--- config.mk ---
export PLATFORM = sky130hd
export DESIGN_NAME = snapshot_history_health_monitor_top
export DESIGN_NICKNAME = d
export VERILOG_FILES = /design/src/shhm_pkg.sv /design/src/snapshot_history_health_monitor_top.sv /design/src/shhm_ring.sv /design/src/shhm_cmp.sv
export SDC_FILE = /design/constraint.sdc
export NUM_CORES = 2
export LEC_CHECK = 0
export BUFFER_PORTS_ARGS = -buffer_cell sky130_fd_sc_hd__clkbuf_2
export CAP_MARGIN = 5
export CORE_ASPECT_RATIO = 1.1
export CORE_MARGIN = 3
export CORE_UTILIZATION = 55
export DETAILED_ROUTE_END_ITERATION = 16
export PLACE_DENSITY_LB_ADDON = 0.05
export SETUP_SLACK_MARGIN = 0.1
export SLEW_MARGIN = 25
export SYNTH_ARGS = -nofsm -noshare
export SYNTH_HDL_FRONTEND = slang
export SYNTH_SLANG_ARGS = --single-unit
export TNS_END_PERCENT = 30
--- constraint.sdc ---
create_clock -name aclk -period 14.1 [get_ports aclk]
set_input_delay 2.82 -clock aclk [delete_from_list [all_inputs] [get_ports aclk]]
set_output_delay 2.82 -clock aclk [all_outputs]
set_load 0.01 [all_outputs]
--- src/shhm_pkg.sv ---
// Shared types and constants for the snapshot history health monitor.
// Used by the top and shhm_cmp; depends on nothing.
package shhm_pkg;

    localparam int unsigned CFG_IDX_W = 1;
    localparam int unsigned CFG_DATA_W = 16;

    localparam logic [CFG_IDX_W-1:0] REG_AUTO_INTERVAL = 1'd0;
    localparam logic [CFG_IDX_W-1:0] REG_FORCE_GAP     = 1'd1;

    localparam logic [15:0] AUTO_INTERVAL_RST = 16'd100;
    localparam logic [15:0] FORCE_GAP_RST     = 16'd10;

    localparam logic [2:0] MODE_AUTO     = 3'd0;
    localparam logic [2:0] MODE_FORCED   = 3'd1;
    localparam logic [2:0] MODE_COMMIT   = 3'd2;
    localparam logic [2:0] MODE_CHECK    = 3'd3;
    localparam logic [2:0] MODE_ROLLBACK = 3'd4;

    // health check thresholds; the drop thresholds in 18-bit signed arithmetic
    localparam logic signed [17:0] DROP_MARGIN     = 18'sd30;
    localparam logic signed [17:0] DROP_FLOOR      = -18'sd20;
    localparam logic signed [17:0] NEG_DROP_MARGIN = 18'sd10;
    localparam logic [7:0]         SPIKE_MIN       = 8'd3;

    localparam logic signed [15:0] BEST_INIT = -16'sd9999;

    localparam logic [9:0] BACKOFF_START = 10'd50;
    localparam logic [9:0] BACKOFF_MAX   = 10'd800;

    localparam int unsigned IN_DATA_W  = 96;
    localparam int unsigned IN_USER_W  = 3;
    localparam int unsigned OUT_DATA_W = 168;

    typedef enum logic [3:0] {
        ST_IDLE,
        ST_GAP,
        ST_SAVE,
        ST_RD_NEW,
        ST_CHECK,
        ST_SCAN,
        ST_RD_TICK,
        ST_RESTORE,
        ST_FINISH
    } state_t;

    // control of the shared best-drive compare unit
    typedef struct packed {
        logic init;
        logic en;
    } scan_ctrl_t;

endpackage

--- src/snapshot_history_health_monitor_top.sv ---
// Top level; depends on shhm_pkg, shhm_ring and shhm_cmp. One request at a time.
// Steps: auto and forced check the save gap, then save if it is met; commit saves;
// health check reads the newest record, checks it and scans for the best slot if degraded
// (skipped with under two records); rollback scans, reads the best slot's tick and restores.
// All end in finish. m_tvalid rises with s_tready; a result still waiting in the output register holds finish.
// aresetn: synchronous, active low; clears counters and pointers, config to defaults.
module snapshot_history_health_monitor_top #(
    parameter int unsigned HISTORY_DEPTH = 16
) (
    input  logic                                aclk,
    input  logic                                aresetn,
    input  logic                                s_tvalid,
    output logic                                s_tready,
    // tick[63:0], drive[79:64], stress[87:80], crc_ok[88], zero fill
    input  logic [shhm_pkg::IN_DATA_W-1:0]      s_tdata,
    // mode[2:0]
    input  logic [shhm_pkg::IN_USER_W-1:0]      s_tuser,
    output logic                                m_tvalid,
    input  logic                                m_tready,
    // accepted[0], slot[4:1], degraded[5], drop amount[21:6], spike flag[22],
    // crc_fail[23], rollback tick[55:24], commit_count[87:56],
    // restore_count[119:88], commit_backoff[129:120], commit_tick[161:130]
    output logic [shhm_pkg::OUT_DATA_W-1:0]     m_tdata,
    input  logic                                cfg_wr_en,
    input  logic [shhm_pkg::CFG_IDX_W-1:0]      cfg_index,
    input  logic [shhm_pkg::CFG_DATA_W-1:0]     cfg_data
);

    localparam int unsigned IW = $clog2(HISTORY_DEPTH);
    localparam int unsigned CW = $clog2(HISTORY_DEPTH + 1);
    localparam int unsigned SW = (IW > 4) ? IW : 4;

    shhm_pkg::state_t state_reg, state_next;

    // request
    logic [2:0]         mode_reg;
    logic [63:0]        tick_reg;
    logic signed [15:0] drive_reg;
    logic [7:0]         stress_reg;
    logic               crc_ok_reg;

    // history and statistics
    logic [IW-1:0] wp_reg, wp_next;
    logic [CW-1:0] held_reg, held_next;
    logic [63:0]   last_save_reg, last_save_next;
    logic [31:0]   commits_reg, commits_next;
    logic [31:0]   restores_reg, restores_next;
    logic [9:0]    backoff_reg, backoff_next;
    logic [31:0]   last_commit_reg, last_commit_next;
    logic [31:0]   last_restore_reg, last_restore_next;
    logic [15:0]   auto_int_reg, force_gap_reg;

    // per-request result
    logic          acc_reg, acc_next;
    logic [IW-1:0] slot_reg, slot_next;
    logic          degr_reg, degr_next;
    logic [15:0]   drop_reg, drop_next;
    logic          spike_reg, spike_next;
    logic          crcf_reg, crcf_next;

    // scan
    logic [CW-1:0] scan_i_reg, scan_i_next;
    logic          pend_reg, pend_next;
    logic [IW-1:0] pend_idx_reg;

    logic                          m_tvalid_reg;
    logic [shhm_pkg::OUT_DATA_W-1:0] m_tdata_reg;
    logic                          out_load;

    // memory and compare unit hookup
    logic               wr_en;
    logic               rd_en;
    logic [IW-1:0]      rd_addr;
    logic signed [15:0] rd_drive;
    logic [7:0]         rd_stress;
    logic [31:0]        rd_tick;
    shhm_pkg::scan_ctrl_t scan_ctrl;
    logic [IW-1:0]      lead_slot;

    logic          in_xfer;
    logic [IW-1:0] newest;
    logic [SW-1:0] slot_ext;

    assign in_xfer  = s_tvalid && s_tready;
    assign s_tready = (state_reg == shhm_pkg::ST_IDLE);
    assign newest   = (wp_reg == '0) ? IW'(HISTORY_DEPTH - 1) : wp_reg - 1'b1;

    shhm_ring #(
        .DEPTH (HISTORY_DEPTH),
        .IW    (IW)
    ) u_ring (
        .aclk      (aclk),
        .wr_en     (wr_en),
        .wr_addr   (wp_reg),
        .wr_drive  (drive_reg),
        .wr_stress (stress_reg),
        .wr_tick   (tick_reg[31:0]),
        .rd_en     (rd_en),
        .rd_addr   (rd_addr),
        .rd_drive  (rd_drive),
        .rd_stress (rd_stress),
        .rd_tick   (rd_tick)
    );

    shhm_cmp #(
        .IW (IW)
    ) u_cmp (
        .aclk      (aclk),
        .ctrl      (scan_ctrl),
        .idx       (pend_idx_reg),
        .drive     (rd_drive),
        .lead_slot (lead_slot)
    );

    always_comb begin
        logic [63:0]        gap;
        logic [15:0]        lim;
        logic signed [17:0] d;
        logic signed [17:0] ld;
        logic signed [17:0] diff;
        logic               cond_drop;
        logic               cond_neg;
        logic               cond_spike;
        logic               issue;

        state_next        = state_reg;
        wp_next           = wp_reg;
        held_next         = held_reg;
        last_save_next    = last_save_reg;
        commits_next      = commits_reg;
        restores_next     = restores_reg;
        backoff_next      = backoff_reg;
        last_commit_next  = last_commit_reg;
        last_restore_next = last_restore_reg;
        acc_next          = acc_reg;
        slot_next         = slot_reg;
        degr_next         = degr_reg;
        drop_next         = drop_reg;
        spike_next        = spike_reg;
        crcf_next         = crcf_reg;
        scan_i_next       = scan_i_reg;
        pend_next         = 1'b0;
        wr_en             = 1'b0;
        rd_en             = 1'b0;
        rd_addr           = newest;
        scan_ctrl.init    = 1'b0;
        scan_ctrl.en      = 1'b0;
        out_load          = 1'b0;

        gap  = tick_reg - last_save_reg;
        lim  = (mode_reg == shhm_pkg::MODE_AUTO) ? auto_int_reg : force_gap_reg;
        d    = 18'(drive_reg);
        ld   = 18'(rd_drive);
        diff = ld - d;
        cond_drop  = (d < ld - shhm_pkg::DROP_MARGIN) && (d < shhm_pkg::DROP_FLOOR);
        cond_neg   = (d < 0) && (ld < 0) && (d < ld - shhm_pkg::NEG_DROP_MARGIN);
        cond_spike = ({1'b0, stress_reg} > ({1'b0, rd_stress} + 9'd1))
                     && (stress_reg >= shhm_pkg::SPIKE_MIN);
        issue = scan_i_reg < held_reg;

        case (state_reg)
            shhm_pkg::ST_IDLE: begin
                if (in_xfer) begin
                    acc_next    = 1'b0;
                    slot_next   = '0;
                    degr_next   = 1'b0;
                    drop_next   = '0;
                    spike_next  = 1'b0;
                    crcf_next   = 1'b0;
                    scan_i_next = '0;
                    case (s_tuser)
                        shhm_pkg::MODE_AUTO,
                        shhm_pkg::MODE_FORCED: state_next = shhm_pkg::ST_GAP;
                        shhm_pkg::MODE_COMMIT: state_next = shhm_pkg::ST_SAVE;
                        shhm_pkg::MODE_CHECK: begin
                            state_next = (held_reg >= CW'(2)) ? shhm_pkg::ST_RD_NEW
                                                              : shhm_pkg::ST_FINISH;
                        end
                        shhm_pkg::MODE_ROLLBACK: begin
                            if (held_reg != '0) begin
                                scan_ctrl.init = 1'b1;
                                state_next     = shhm_pkg::ST_SCAN;
                            end else begin
                                state_next = shhm_pkg::ST_FINISH;
                            end
                        end
                        default: state_next = shhm_pkg::ST_FINISH;
                    endcase
                end
            end
            shhm_pkg::ST_GAP: begin
                state_next = (gap >= 64'(lim)) ? shhm_pkg::ST_SAVE : shhm_pkg::ST_FINISH;
            end
            shhm_pkg::ST_SAVE: begin
                wr_en          = 1'b1;
                acc_next       = 1'b1;
                slot_next      = wp_reg;
                wp_next        = (wp_reg == IW'(HISTORY_DEPTH - 1)) ? '0 : wp_reg + 1'b1;
                held_next      = (held_reg != CW'(HISTORY_DEPTH)) ? held_reg + 1'b1 : held_reg;
                last_save_next = tick_reg;
                if (mode_reg == shhm_pkg::MODE_COMMIT) begin
                    commits_next     = commits_reg + 32'd1;
                    last_commit_next = tick_reg[31:0];
                    if (backoff_reg == '0) begin
                        backoff_next = shhm_pkg::BACKOFF_START;
                    end else if (backoff_reg < shhm_pkg::BACKOFF_MAX) begin
                        backoff_next = {backoff_reg[8:0], 1'b0};
                    end
                end
                state_next = shhm_pkg::ST_FINISH;
            end
            shhm_pkg::ST_RD_NEW: begin
                rd_en      = 1'b1;
                rd_addr    = newest;
                state_next = shhm_pkg::ST_CHECK;
            end
            shhm_pkg::ST_CHECK: begin
                if (cond_drop || cond_neg) begin
                    drop_next = diff[15:0];
                end
                spike_next = cond_spike;
                crcf_next  = !crc_ok_reg;
                degr_next  = cond_drop || cond_neg || cond_spike || !crc_ok_reg;
                if (cond_drop || cond_neg || cond_spike || !crc_ok_reg) begin
                    scan_ctrl.init = 1'b1;
                    state_next     = shhm_pkg::ST_SCAN;
                end else begin
                    state_next = shhm_pkg::ST_FINISH;
                end
            end
            shhm_pkg::ST_SCAN: begin
                // read issue and compare overlap: data of slot i is compared
                // in the cycle after its read is issued
                rd_addr      = scan_i_reg[IW-1:0];
                rd_en        = issue;
                pend_next    = issue;
                scan_ctrl.en = pend_reg;
                if (issue) begin
                    scan_i_next = scan_i_reg + 1'b1;
                end
                if (!issue && !pend_reg) begin
                    slot_next  = lead_slot;
                    state_next = (mode_reg == shhm_pkg::MODE_ROLLBACK) ? shhm_pkg::ST_RD_TICK
                                                                       : shhm_pkg::ST_FINISH;
                end
            end
            shhm_pkg::ST_RD_TICK: begin
                rd_en      = 1'b1;
                rd_addr    = slot_reg;
                state_next = shhm_pkg::ST_RESTORE;
            end
            shhm_pkg::ST_RESTORE: begin
                last_restore_next = rd_tick;
                restores_next     = restores_reg + 32'd1;
                acc_next          = 1'b1;
                state_next        = shhm_pkg::ST_FINISH;
            end
            shhm_pkg::ST_FINISH: begin
                if (!m_tvalid_reg || m_tready) begin
                    out_load   = 1'b1;
                    state_next = shhm_pkg::ST_IDLE;
                end
            end
            default: state_next = shhm_pkg::ST_IDLE;
        endcase
    end

    always_ff @(posedge aclk) begin
        if (!aresetn) begin
            state_reg        <= shhm_pkg::ST_IDLE;
            wp_reg           <= '0;
            held_reg         <= '0;
            last_save_reg    <= '0;
            commits_reg      <= '0;
            restores_reg     <= '0;
            backoff_reg      <= '0;
            last_commit_reg  <= '0;
            last_restore_reg <= '0;
            scan_i_reg       <= '0;
            pend_reg         <= 1'b0;
            m_tvalid_reg     <= 1'b0;
            auto_int_reg     <= shhm_pkg::AUTO_INTERVAL_RST;
            force_gap_reg    <= shhm_pkg::FORCE_GAP_RST;
        end else begin
            state_reg        <= state_next;
            wp_reg           <= wp_next;
            held_reg         <= held_next;
            last_save_reg    <= last_save_next;
            commits_reg      <= commits_next;
            restores_reg     <= restores_next;
            backoff_reg      <= backoff_next;
            last_commit_reg  <= last_commit_next;
            last_restore_reg <= last_restore_next;
            scan_i_reg       <= scan_i_next;
            pend_reg         <= pend_next;
            if (out_load) begin
                m_tvalid_reg <= 1'b1;
            end else if (m_tready) begin
                m_tvalid_reg <= 1'b0;
            end
            if (cfg_wr_en && (cfg_index == shhm_pkg::REG_AUTO_INTERVAL)) begin
                auto_int_reg <= cfg_data;
            end
            if (cfg_wr_en && (cfg_index == shhm_pkg::REG_FORCE_GAP)) begin
                force_gap_reg <= cfg_data;
            end
        end
    end

    assign slot_ext = SW'(slot_reg);

    always_ff @(posedge aclk) begin
        if (in_xfer) begin
            mode_reg   <= s_tuser;
            tick_reg   <= s_tdata[63:0];
            drive_reg  <= s_tdata[79:64];
            stress_reg <= s_tdata[87:80];
            crc_ok_reg <= s_tdata[88];
        end
        acc_reg      <= acc_next;
        slot_reg     <= slot_next;
        degr_reg     <= degr_next;
        drop_reg     <= drop_next;
        spike_reg    <= spike_next;
        crcf_reg     <= crcf_next;
        pend_idx_reg <= scan_i_reg[IW-1:0];
        if (out_load) begin
            m_tdata_reg <= {6'd0, last_commit_reg, backoff_reg, restores_reg, commits_reg,
                            last_restore_reg, crcf_reg, spike_reg, drop_reg, degr_reg,
                            slot_ext[3:0], acc_reg};
        end
    end

    assign m_tvalid = m_tvalid_reg;
    assign m_tdata  = m_tdata_reg;

    a_held_bound: assert property (@(posedge aclk) disable iff (!aresetn)
        held_reg <= CW'(HISTORY_DEPTH))
        else $error("history count beyond depth");

    a_save_moves_wp: assert property (@(posedge aclk) disable iff (!aresetn)
        (state_reg == shhm_pkg::ST_SAVE) |=> (wp_reg != $past(wp_reg)))
        else $error("save did not advance write pointer");

    a_out_from_finish: assert property (@(posedge aclk) disable iff (!aresetn)
        $rose(m_tvalid_reg) |-> $past(state_reg == shhm_pkg::ST_FINISH))
        else $error("result presented outside finish");

    a_scan_bound: assert property (@(posedge aclk) disable iff (!aresetn)
        (state_reg == shhm_pkg::ST_SCAN) |-> (scan_i_reg <= held_reg))
        else $error("scan index past held records");

endmodule

--- src/shhm_ring.sv ---
// Checkpoint record memory: drive, stress and low tick word per slot.
// One write port, one registered read port. Depends on nothing.
module shhm_ring #(
    parameter int unsigned DEPTH = 16,
    parameter int unsigned IW    = 4
) (
    input  logic                aclk,
    input  logic                wr_en,
    input  logic [IW-1:0]       wr_addr,
    input  logic signed [15:0]  wr_drive,
    input  logic [7:0]          wr_stress,
    input  logic [31:0]         wr_tick,
    input  logic                rd_en,
    input  logic [IW-1:0]       rd_addr,
    output logic signed [15:0]  rd_drive,
    output logic [7:0]          rd_stress,
    output logic [31:0]         rd_tick
);

    logic [55:0] mem [DEPTH];
    logic [55:0] rd_data_reg;

    always_ff @(posedge aclk) begin
        if (wr_en) begin
            mem[wr_addr] <= {wr_tick, wr_stress, wr_drive};
        end
    end

    always_ff @(posedge aclk) begin
        if (rd_en) begin
            rd_data_reg <= mem[rd_addr];
        end
    end

    assign rd_drive  = rd_data_reg[15:0];
    assign rd_stress = rd_data_reg[23:16];
    assign rd_tick   = rd_data_reg[55:24];

endmodule

--- src/shhm_cmp.sv ---
// Shared best-drive compare unit, fed one record per cycle by the sequencer.
// Depends on shhm_pkg.
module shhm_cmp #(
    parameter int unsigned IW = 4
) (
    input  logic                    aclk,
    input  shhm_pkg::scan_ctrl_t    ctrl,
    input  logic [IW-1:0]           idx,
    input  logic signed [15:0]      drive,
    output logic [IW-1:0]           lead_slot
);

    logic signed [15:0] best_reg;
    logic [IW-1:0]      lead_slot_reg;

    // strictly greater only: ties keep the lower slot
    always_ff @(posedge aclk) begin
        if (ctrl.init) begin
            best_reg      <= shhm_pkg::BEST_INIT;
            lead_slot_reg <= '0;
        end else if (ctrl.en && (drive > best_reg)) begin
            best_reg      <= drive;
            lead_slot_reg <= idx;
        end
    end

    assign lead_slot = lead_slot_reg;

endmodule
* Word-level counts from Yosys, hierarchy flattened *
Memory sizes are Yosys's and may differ from the RTL's. A register that Yosys moved wholly into a read port is not among the register bits.
Cells that the tools add are included.

word-level totals
  logic and storage cells = 161
  bits in writable memories = 896
  flip-flop bits (word level) = 556
  memories = 1
  input bits = 121
  output and inout port bits = 170

memories
  name        words  width  rd ports  clocked after Yosys merged registers in  wr ports  line             text
  u_ring.mem  16     56     1         1                                        1         shhm_ring.sv:20  logic [55:0] mem [DEPTH];

operators by class
  muxes and demuxes = 44
  bitwise logic cells = 1
  $add $sub $neg = 11
  equal/unequal tests = 21
  reduce and logical (&&, ||, !) cells = 42
  magnitude comparators = 12

operators by type and width
  cell                                                                            number
  32-bit by 1-bit adder with 32-bit output (second input constant)                2
  64-bit by 16-bit greater-or-equal comparator with 1-bit output                  1
  64-bit subtractor                                                               1
  16-bit two-way mux                                                              3
  4-bit two-way mux                                                               12
  16-bit by 17-bit less-than comparator with 1-bit output                         2
  16-bit by 1-bit less-than comparator with 1-bit output (second input constant)  2
  16-bit case mux with 2 select lines                                             1
  4-bit case mux with 8 select lines                                              1
  10-bit two-way mux                                                              2
  16-bit by 5-bit subtractor with 17-bit output (second input constant)           1
  16-bit by 6-bit subtractor with 17-bit output (second input constant)           1
  4-bit by 3-bit equality test with 1-bit output (second input constant)          4
  16-bit greater-than comparator                                                  1
  16-bit by 6-bit less-than comparator with 1-bit output (second input constant)  1
  4-bit case mux with 4 select lines                                              1
  16-bit subtractor                                                               1
  3-bit AND reduction                                                             5
  1-bit two-way mux                                                               13
  1-bit case mux with 2 select lines                                              6
  4-bit case mux with 3 select lines                                              1
  5-bit by 1-bit adder with 5-bit output (second input constant)                  2
  10-bit zero test                                                                1
  10-bit less-than comparator (second input constant)                             1
  30 further kinds                                                                65

* Logic depth before layout (Yosys ltp) *
  depth in word-level cells = 8
  gate-level depth with buffers = 21
  mapped depth without buffers = 21

* Hierarchy *
A second synthesis with hierarchy kept.

second synthesis, totals
  cells, all modules = 4269
  area, all modules = 62462.4 um^2

modules (own cells, without submodules)
  module                               seq. area each (um^2)  cells an instance  instances  area an instance (um^2)
  shhm_ring                            28587.4                1445               1          35238.8
  snapshot_history_health_monitor_top  13462.9                2679               1          25939.9
  shhm_cmp                             400.4                  145                1          1283.7

* Worst setup path before layout *
Ideal clock, no wire load.

  path kind = input to register
  start = in m_tready
  end = reg m_tdata_reg, in the netlist m_tdata[0] (enable)
  stages on the path = 2
  path buffers = 0
  required time = 13.397 ns
  slack = 3.401 ns
  setup time = 0.703 ns
  data arrival time = 9.995 ns
  cells stage by stage = nor2b_1 nor2b_1

between the ends
  word-level cells in the longest chain between the ends = 3

RTL lines
  item                  line                                        text
  from (decl)           snapshot_history_health_monitor_top.sv:19   input logic m_tready,
  1-bit logical OR      snapshot_history_health_monitor_top.sv:259  if (!m_tvalid_reg || m_tready) begin
  1-bit two-way mux     snapshot_history_health_monitor_top.sv:259
  1-bit two-way mux     snapshot_history_health_monitor_top.sv:161  case (state_reg)
  via out_load          snapshot_history_health_monitor_top.sv:68   logic out_load;
  to (signal assigned)  snapshot_history_health_monitor_top.sv:328  m_tdata_reg <= {6'd0, last_commit_reg, backoff_reg, restores_reg, commits_reg,
  to (decl)             snapshot_history_health_monitor_top.sv:67   logic [shhm_pkg::OUT_DATA_W-1:0] m_tdata_reg;

The timed path passes the listed nets, and every way through them passes these cells.
A chain may end at the register's enable or synchronous reset.

* Worst setup path in the final report *
  start = reg tick_reg[7]
  end = reg state_reg[1]

between the ends
  word-level cells in the longest chain between the ends = 4

RTL lines
  item                                                            line                                        text
  from (decl)                                                     snapshot_history_health_monitor_top.sv:37   logic [63:0] tick_reg;
  from (signal assigned)                                          snapshot_history_health_monitor_top.sv:315  tick_reg <= s_tdata[63:0];
  64-bit subtractor                                               snapshot_history_health_monitor_top.sv:150  gap = tick_reg - last_save_reg;
  64-bit by 16-bit greater-or-equal comparator with 1-bit output  snapshot_history_health_monitor_top.sv:192  state_next = (gap >= 64'(lim)) ? shhm_pkg::ST_SAVE : shhm_pkg::ST_FINISH;
  4-bit two-way mux                                               snapshot_history_health_monitor_top.sv:192
  4-bit case mux with 8 select lines                              snapshot_history_health_monitor_top.sv:161
  to (signal assigned)                                            snapshot_history_health_monitor_top.sv:270  state_reg <= shhm_pkg::ST_IDLE;
  to (signal assigned)                                            snapshot_history_health_monitor_top.sv:285  state_reg <= state_next;
  to (decl)                                                       snapshot_history_health_monitor_top.sv:33   shhm_pkg::state_t state_reg, state_next;

Every way passes these cells.

==> results.cfg <==
[run_status]
status = completed

[worst_setup_path]
critical-path-slowest-cell = edfxtp_1
crit_path_cell_trace = ha_1 > a211o_1 > o21ai_0 > o21ai_0 > xor2_1 > ha_1 > nand3_1 > a21oi_1 > a2111o_1 > nor4_1 > nand4_1 > a2111oi_2 > nand4_1 > or4_1 > and4bb_1 > nor4_1
critPathMaxStageDelay_ps = 880
reg2reg_depth = 16
critPathKind = flip-flop to flip-flop
cp_data_arrival_time_ps = 5960
worst-path-max-fanout = 19
cp.required_ps = 14760
critPathLaunchType = flip-flop
worst_setup_path_end_kind = flip-flop

[placed_design]
dp_hpwl_mm = 92.6
numPortBuffers = 276
gp_congestion = 0.895

[clock_network]
htreeDepth = 4
clk_path_buf_depth = 3
postCtsSetupBuffers = 0
cts_buffers = 151
clk_pin_slew_ps = 60
cts_tree = built
cts_sinks = 1506
cts_root_buf = clkbuf_16
clkLatencyLatePin_ps = 770
ctsHoldBuffers = 0
ctsResizeCount = 0

[pwr]
combPwrFrac_pct = 7.6
vdd_drop_max_mv = 0.140
power.internal_mw = 7.47
swShare_pct = 23.2
cellPowerDensity_mw_per_mm2 = 135
p_switching_mw = 2.26
clockPowerShare_pct = 40.6
power_frac_seq_pct = 51.9
leakage_nw = 24.8

[finish]
area_growth_pct = 12.2
final_common_cell = edfxtp_1
fillers = 8963
layout_common_cells = edfxtp_1, nand2_1, a21oi_1
largest_reg_flops = 896
finalNetCount = 5787
drive_above_1_share_pct = 11.8

[floorplan]
pin_count = 291
rows = 130
die_y_um = 364
die_w_um = 331
dieArea_mm2 = 0.121
initial_utilization_pct = 55.7
core_mm2 = 0.115

[sta]
finalClockSkew_ps = 21.4
min_period_over_period_pct = 37.6
setup_violations = 0
period_minus_slack_ps = 5300
hold_viol = 0
fin_tns_setup_ps = 0
max_freq_mhz = 189
slew_headroom_pct = 25.4
worst_hold_slack_ps = 414
slew_violations = 0
tightestPinTransition_ps = 1120
rsz0062_at_grt = no

[min_path]
whs_path_depth = 0
worstHoldPathType = flip-flop to flip-flop

[synth]
ys_types = 96
async_flop_share_pct = 0
synth_edf_count = 1229
netlist_area_mm2 = 0.0641
ys.flop_type = edfxtp_1
ys_seq_elements = 1506
syn_inst = 5296
synth-seq-area-share_pct = 66.2
ys_warn_count = 0
synth_top_area_share_pct = 57.6
synth_top_cell_by_area = edfxtp_1
yosys-top-cells-area = edfxtp_1, dfxtp_1, nand2_1, a211oi_1, ha_1
synth_area_per_cell_um2 = 12.1

[route]
drtIter0Drc = 3620
dr.pass1.iters = 6
drc_errors = 0
wirelength_mm = 160
vias_per_cell = 5.92
vias = 42300
ant_nets = 0
wl_per_cell_um = 22.4

[global_route]
grtUsageTotal_pct = 25.9
grt_max_degree = 204
grt_pass1_vias = 40100
grt-ovfl-total = 0
grt_pass1_wl_mm = 239
antenna_found_initial = 4

[flow_run]
cap_viol_max_count = 0
==> cell families (layout without fill, tap and decap cells) <==
logic type / Yosys count / count (layout) / share of synthesized area, %
muxes: 36 / 36 / 0.568
DFF: 1506 / 1506 / 66.2
buffers and inverters: 460 / 778 / 2.81
AOI/OAI and AO/OA: 1233 / 1233 / 12.7
xor gates and xnor gates: 132 / 132 / 1.80
other: 1 / 13 / 0.00585
adders and majority gates: 171 / 171 / 3.36
and+or+nand+nor: 1757 / 1757 / 12.5
==> critical path, delay by kind of cell (launching register included) <==
kind | cells | cell delay [ps]
XOR/XNOR | 1 | 190
adder cells (fa/ha/maj) | 2 | 770
AND/OR/NAND/NOR | 7 | 1670
flip-flops | 1 | 880
AO/OA/AOI/OAI | 6 | 1670
==> per-stage QoR <==
stage,setup slack [ps],total power [mW],instances,cell area (µm²),utilization [%]
floorplan,3400,5.61,5302,64100,-
global placement,8930,5.86,6858,67000,58.2
detailed placement,8910,5.88,6860,67000,58.3
CTS,8870,9.81,7138,71900,62.5
global route,8550,10.1,7141,71900,62.6
finish,8800,9.73,7144,71900,62.6
==> layer usage <==
metal	vias to the layer above	GRT usage (%)	share of wire, %	wire (µm)
met4	0	9.50	3.2	5180
met5	-	0	0	0
met1	20800	34.1	42	66400
li1	20000	-	-	-
met3	289	3.73	5.7	9100
met2	1236	44.1	50	79000
==> layout make-up <==
type,count,area (µm²),area share [%]
Inverter,143,547,0.760
Tap cell,1518,1900,2.64
Clock inverter,73,779,1.08
Antenna cell,6,15.0,0.0209
Sequential cell,1506,42500,59.0
Multi-Input combinational cell,3336,20100,27.9
Timing Repair Buffer,357,2040,2.84
Clock buffer,205,4120,5.73
==> power groups by stage <==
stage,registers (mW),logic [mW],clock network (mW)
final,5.05,0.738,3.95
after global routing,5.06,0.818,4.20
after CTS,5.05,0.740,4.02
after detailed placement,5.14,0.737,0
after global placement,5.14,0.724,0
after floorplan,5.14,0.468,0
==> final timing paths <==
kind / startpoint / end / slack, ps
max: tick_reg[7]$_DFFE_PP_ / state_reg[1]$_SDFFE_PN0P_ / 8800
min: drop_reg[3]$_SDFFCE_PN0P_ / m_tdata[9]$_DFFE_PP_ / 410
max reg2reg: tick_reg[7]$_DFFE_PP_ / state_reg[1]$_SDFFE_PN0P_ / 8800
min reg2reg: drop_reg[3]$_SDFFCE_PN0P_ / m_tdata[9]$_DFFE_PP_ / 410
==> cell usage after synthesis (all sizes together), types with 82 or more instances <==
master  number
a31oi      127
o21ai      110
ha         169
clkbuf     270
inv        143
edfxtp    1229
nor2       218
a21oi      422
xor2        82
a211oi     294
dfxtp      277
a311oi     118
nand2      971
and2       231
(Power assumes the default switching activity.)
